File: src/rtl/bfsp_pkg.sv
// Shared constants, types and codes for the Bellman-Ford shortest path engine.
package bfsp_pkg;

  localparam int MAX_NODES = 1024;
  localparam int MAX_EDGES = 4096;

  localparam int NODE_W    = 10;                      // node index field width
  localparam int NODE_AW   = $clog2(MAX_NODES);       // distance memory address
  localparam int EDGE_AW   = $clog2(MAX_EDGES);       // edge memory address
  localparam int CNT_W     = $clog2(MAX_EDGES + 1);   // loaded edge count
  localparam int PASS_W    = 11;                      // node_count register width
  localparam int DIST_W    = 32;
  localparam int CFG_IDX_W = 1;
  localparam int CFG_W     = 11;

  localparam logic signed [DIST_W-1:0] DIST_SENTINEL = 32'sh0A0A0A0A;
  localparam logic signed [DIST_W-1:0] DIST_MAX      = 32'sh7FFFFFFF;
  localparam logic signed [DIST_W-1:0] DIST_MIN      = 32'sh80000000;

  // Configuration register indexes
  localparam logic [CFG_IDX_W-1:0] REG_NODE_COUNT  = 1'b0;
  localparam logic [CFG_IDX_W-1:0] REG_SOURCE_NODE = 1'b1;

  // Input mode and result kind codes
  localparam logic MODE_LOAD  = 1'b0;
  localparam logic MODE_QUERY = 1'b1;
  localparam logic KIND_STATUS = 1'b0;
  localparam logic KIND_REPLY  = 1'b1;

  // One stored edge
  typedef struct packed {
    logic [NODE_W-1:0]        tail;
    logic [NODE_W-1:0]        head;
    logic signed [DIST_W-1:0] cost;
  } edge_t;

  // Relaxation unit result
  typedef struct packed {
    logic                     better;
    logic signed [DIST_W-1:0] cand;
  } relax_res_t;

endpackage

File: src/rtl/bfsp_relax_unit.sv
// Shared relaxation unit: saturating tail distance plus cost, compared to head.
module bfsp_relax_unit (
  input  logic signed [bfsp_pkg::DIST_W-1:0] tail_dist,
  input  logic signed [bfsp_pkg::DIST_W-1:0] head_dist,
  input  logic signed [bfsp_pkg::DIST_W-1:0] cost,
  output bfsp_pkg::relax_res_t               res
);
  import bfsp_pkg::*;

  logic signed [DIST_W:0]   sum;
  logic signed [DIST_W-1:0] cand;

  // One guard bit catches overflow; clamp to the signed limits
  assign sum = {tail_dist[DIST_W-1], tail_dist} + {cost[DIST_W-1], cost};

  always_comb begin
    if (sum[DIST_W] != sum[DIST_W-1]) begin
      cand = sum[DIST_W] ? DIST_MIN : DIST_MAX;
    end else begin
      cand = sum[DIST_W-1:0];
    end
  end

  assign res.cand   = cand;
  assign res.better = head_dist > cand;

endmodule

File: config.mk
export PLATFORM = sky130hd
export DESIGN_NAME = bfsp_relax_unit
export DESIGN_NICKNAME = d
export VERILOG_FILES = /design/src/rtl/bfsp_pkg.sv /design/src/rtl/bfsp_relax_unit.sv
export SDC_FILE = /design/constraint.sdc
export NUM_CORES = 1
export LEC_CHECK = 0
export ABC_AREA = 1
export BUFFER_PORTS_ARGS = -buffer_cell sky130_fd_sc_hd__clkbuf_2
export CORE_MARGIN = 2
export CORE_UTILIZATION = 51
export DETAILED_ROUTE_END_ITERATION = 10
export PLACE_DENSITY = 0.86
export SETUP_SLACK_MARGIN = 0.3
export SYNTH_ARGS = -nofsm -noshare
export SYNTH_HDL_FRONTEND = slang
export SYNTH_SLANG_ARGS = --single-unit
File: constraint.sdc
create_clock -name vclk -period 4
set_input_delay 0.4 -clock vclk [all_inputs]
set_output_delay 0.4 -clock vclk [all_outputs]
set_load 0.1 [all_outputs]
==> impl_metrics.env <==
export IMPL_ff_latch_area_um2=0
export IMPL_cellPowerDensity_nw_per_um2=390
export IMPL_seq_cell_count=0
export IMPL_synth_area_per_cell_um2=5.37
export IMPL_fin_util_pct=84.1
export IMPL_synth_top_area_share_pct=23.8
export IMPL_max_cap_viol_count=0
export IMPL_wirelength_um=17600
export IMPL_rsz0062_at_grt="true"
export IMPL_tightest_slew_ns=0.575
export IMPL_hold_class="input pin to output pin"
export IMPL_timing_final_crit_share_pct=108
export IMPL_hpwl_um=10700
export IMPL_timing_fmax_mhz=231
export IMPL_crit_path_frequent_cell="nand2_2"
export IMPL_fillerInstances=441
export IMPL_max_slew_margin_pct=61.8
export IMPL_slowest_stage="fa_2"
export IMPL_areaGrowthSynthToFinish_pct=59.4
export IMPL_run_status="finished with violations"
export IMPL_die_width_um=88.1
export IMPL_max_stage_delay_ns=0.39
export IMPL_synth_cell_types=26
export IMPL_routed_via_count=5478
export IMPL_fp_row_count=30
export IMPL_gr_total_overflow=0
export IMPL_grtUsageTotal_pct=34.4
export IMPL_nNetsFinal=1018
export IMPL_whs_path_depth=7
export IMPL_drtPass1Iterations=7
export IMPL_final_max_slew_viol_count=0
export IMPL_grt_pass1_wl_um=21500
export IMPL_period_minus_slack_ns=4.33
export IMPL_drive_above_1_share_pct=39.5
export IMPL_finalWorstSetupSlack_ns=-0.329
export IMPL_initialDrtViolationCount=495
export IMPL_setup_worst_path_class="input pin to output pin"
export IMPL_clkbuf_count=0
export IMPL_worstPathArrival_ns=3.93
export IMPL_path_buf_inv=5
export IMPL_final_setup_tns_ns=-0.329
export IMPL_antenna_found_initial=0
export IMPL_seq_area_frac_synth_pct=0
export IMPL_final_antenna_net_count=0
export IMPL_crit_path_start_kind="input pin"
export IMPL_io_pins=129
export IMPL_syn_instance_count=672
export IMPL_violations="setup timing"
export IMPL_viasPerCell=5.76
export IMPL_cp_max_fo=7
export IMPL_synth_area_leaders="nand2_1 24%, ha_1 22%, inv_1 11%"
export IMPL_globalplace_congestion=1.01
export IMPL_synth_area_leader_cell="nand2_1"
export IMPL_fp_dieArea_um2=7760
export IMPL_io_buffers=129
export IMPL_p_leak_nw=3.17
export IMPL_grt_max_degree=19
export IMPL_cp_required_ns=3.60
export IMPL_placed_area_um2=4760
export IMPL_insertedDiodeCount=0
export IMPL_routedWlPerCell_um=18.5
export IMPL_core_area_um2=6830
export IMPL_cp_top_family="simple AND/OR/NAND/NOR gates"
export IMPL_grt_pass1_vias=4835
export IMPL_synth_cell_area_um2=3610
export IMPL_final_cell_area_um2=5750
export IMPL_hold_viol=0
export IMPL_start_util_pct=52.8
export IMPL_ir_worst_vdd_mv=0.223
export IMPL_die_h_um=88.1
export IMPL_crit_cells=26
export IMPL_setup_viol_count_final=1
export IMPL_endpoint_kind="output pin"
export IMPL_hold_buffers=0
export IMPL_yosysWarnings=0
export IMPL_synth_nets=833
export IMPL_drc=0
power by group:
part | total [W] | switching (W) | leakage (nW) | internal (W)
combinational | 0.00224 | 0.00159 | 3.17 | 0.000648
sequential | 0 | 0 | 0 | 0
clock | 0 | 0 | 0 | 0
total | 0.00224 | 0.00159 | 3.17 | 0.000648
area by class of cell:
cell class	count	area [um^2]	share of cell area, %
multi-input cells	557	4050	70.4
inverters	109	409	7.12
well taps	96	120	2.09
repair buffers	189	1170	20.4
cells in the final DEF, fill, tap and decap left out, types with 2 or more instances in the layout:
| cell | netlist | routed |
|---|---|---|
| a21oi_1 | 63 | 44 |
| a21oi_2 | 3 | 18 |
| a21oi_4 | 1 | 5 |
| buf_12 | 0 | 2 |
| buf_4 | 0 | 52 |
| buf_6 | 7 | 7 |
| buf_8 | 0 | 2 |
| clkbuf_2 | 0 | 126 |
| ha_1 | 64 | 25 |
| ha_2 | 0 | 4 |
| ha_4 | 0 | 35 |
| inv_1 | 108 | 108 |
| nand2_1 | 229 | 198 |
| nand2_2 | 25 | 32 |
| nand2_4 | 3 | 22 |
| nand2_8 | 0 | 7 |
| nand3_1 | 32 | 28 |
| nand3_2 | 0 | 3 |
| nand3b_1 | 3 | 3 |
| nand4_1 | 6 | 6 |
| nor2_1 | 58 | 46 |
| nor2_2 | 3 | 13 |
| nor2_4 | 2 | 4 |
| nor3_1 | 2 | 2 |
| o21ai_0 | 31 | 18 |
| o21ai_1 | 0 | 10 |
| o21ai_4 | 0 | 3 |
| o21bai_1 | 6 | 6 |
| xnor2_1 | 9 | 9 |
| xor2_1 | 11 | 11 |
worst paths after layout:
| path | startpoint | end | slack [ns] |
|---|---|---|---|
| min | head_dist[30] | res[32] | 1.51 |
| max | tail_dist[0] | res[32] | -0.33 |
through the flow:
stage	instances	hold WS (ns)	power (W)	setup WS, ns
floorplan	672	1.23	0.00143	-0.206
global placement	928	1.46	0.00177	0.00372
detailed placement	928	1.47	0.00181	-0.0355
CTS	939	1.49	0.00193	0.175
global route	951	1.53	0.00233	-0.400
finish	951	1.51	0.00224	-0.329
synthesized netlist by cell type (all sizes together):
cell type	n
or2	1
inv	109
xor2	11
buf	8
o21a	1
o21ai	31
nand4	6
nor2	63
nand3	32
nor3	2
and2	1
nand3b	3
ha	64
nand2	257
a21oi	67
fa	1
xnor2	9
o21bai	6
logic make-up after synthesis:
group,share of synthesized area [%]
simple gates,43.0
buf+inv,13.7
compound gates,15.7
fa+ha+maj,22.8
xor+xnor,4.86
routing by layer:
metal | part of all wire, % | up-vias | global-route usage, %
met2 | 46 | 402 | 63.1
met3 | 9.9 | 135 | 2.17
met5 | 0 | - | 0
met1 | 36 | 2432 | 43.4
li1 | - | 2509 | -
met4 | 7.9 | 0 | 9.64
what timing repair did:
| item | in CTS | in global routing |
|---|---|---|
| buffers inserted | 9 | 11 |
| endpoints found under the hold margin | 0 | 0 |
| pin swaps | 30 | 49 |
| cloned | 2 | 1 |
| gates resized for setup | 64 | 93 |
| endpoints found under the setup margin | 1 | 1 |
Note: power is estimated with default switching activity, not from simulation.
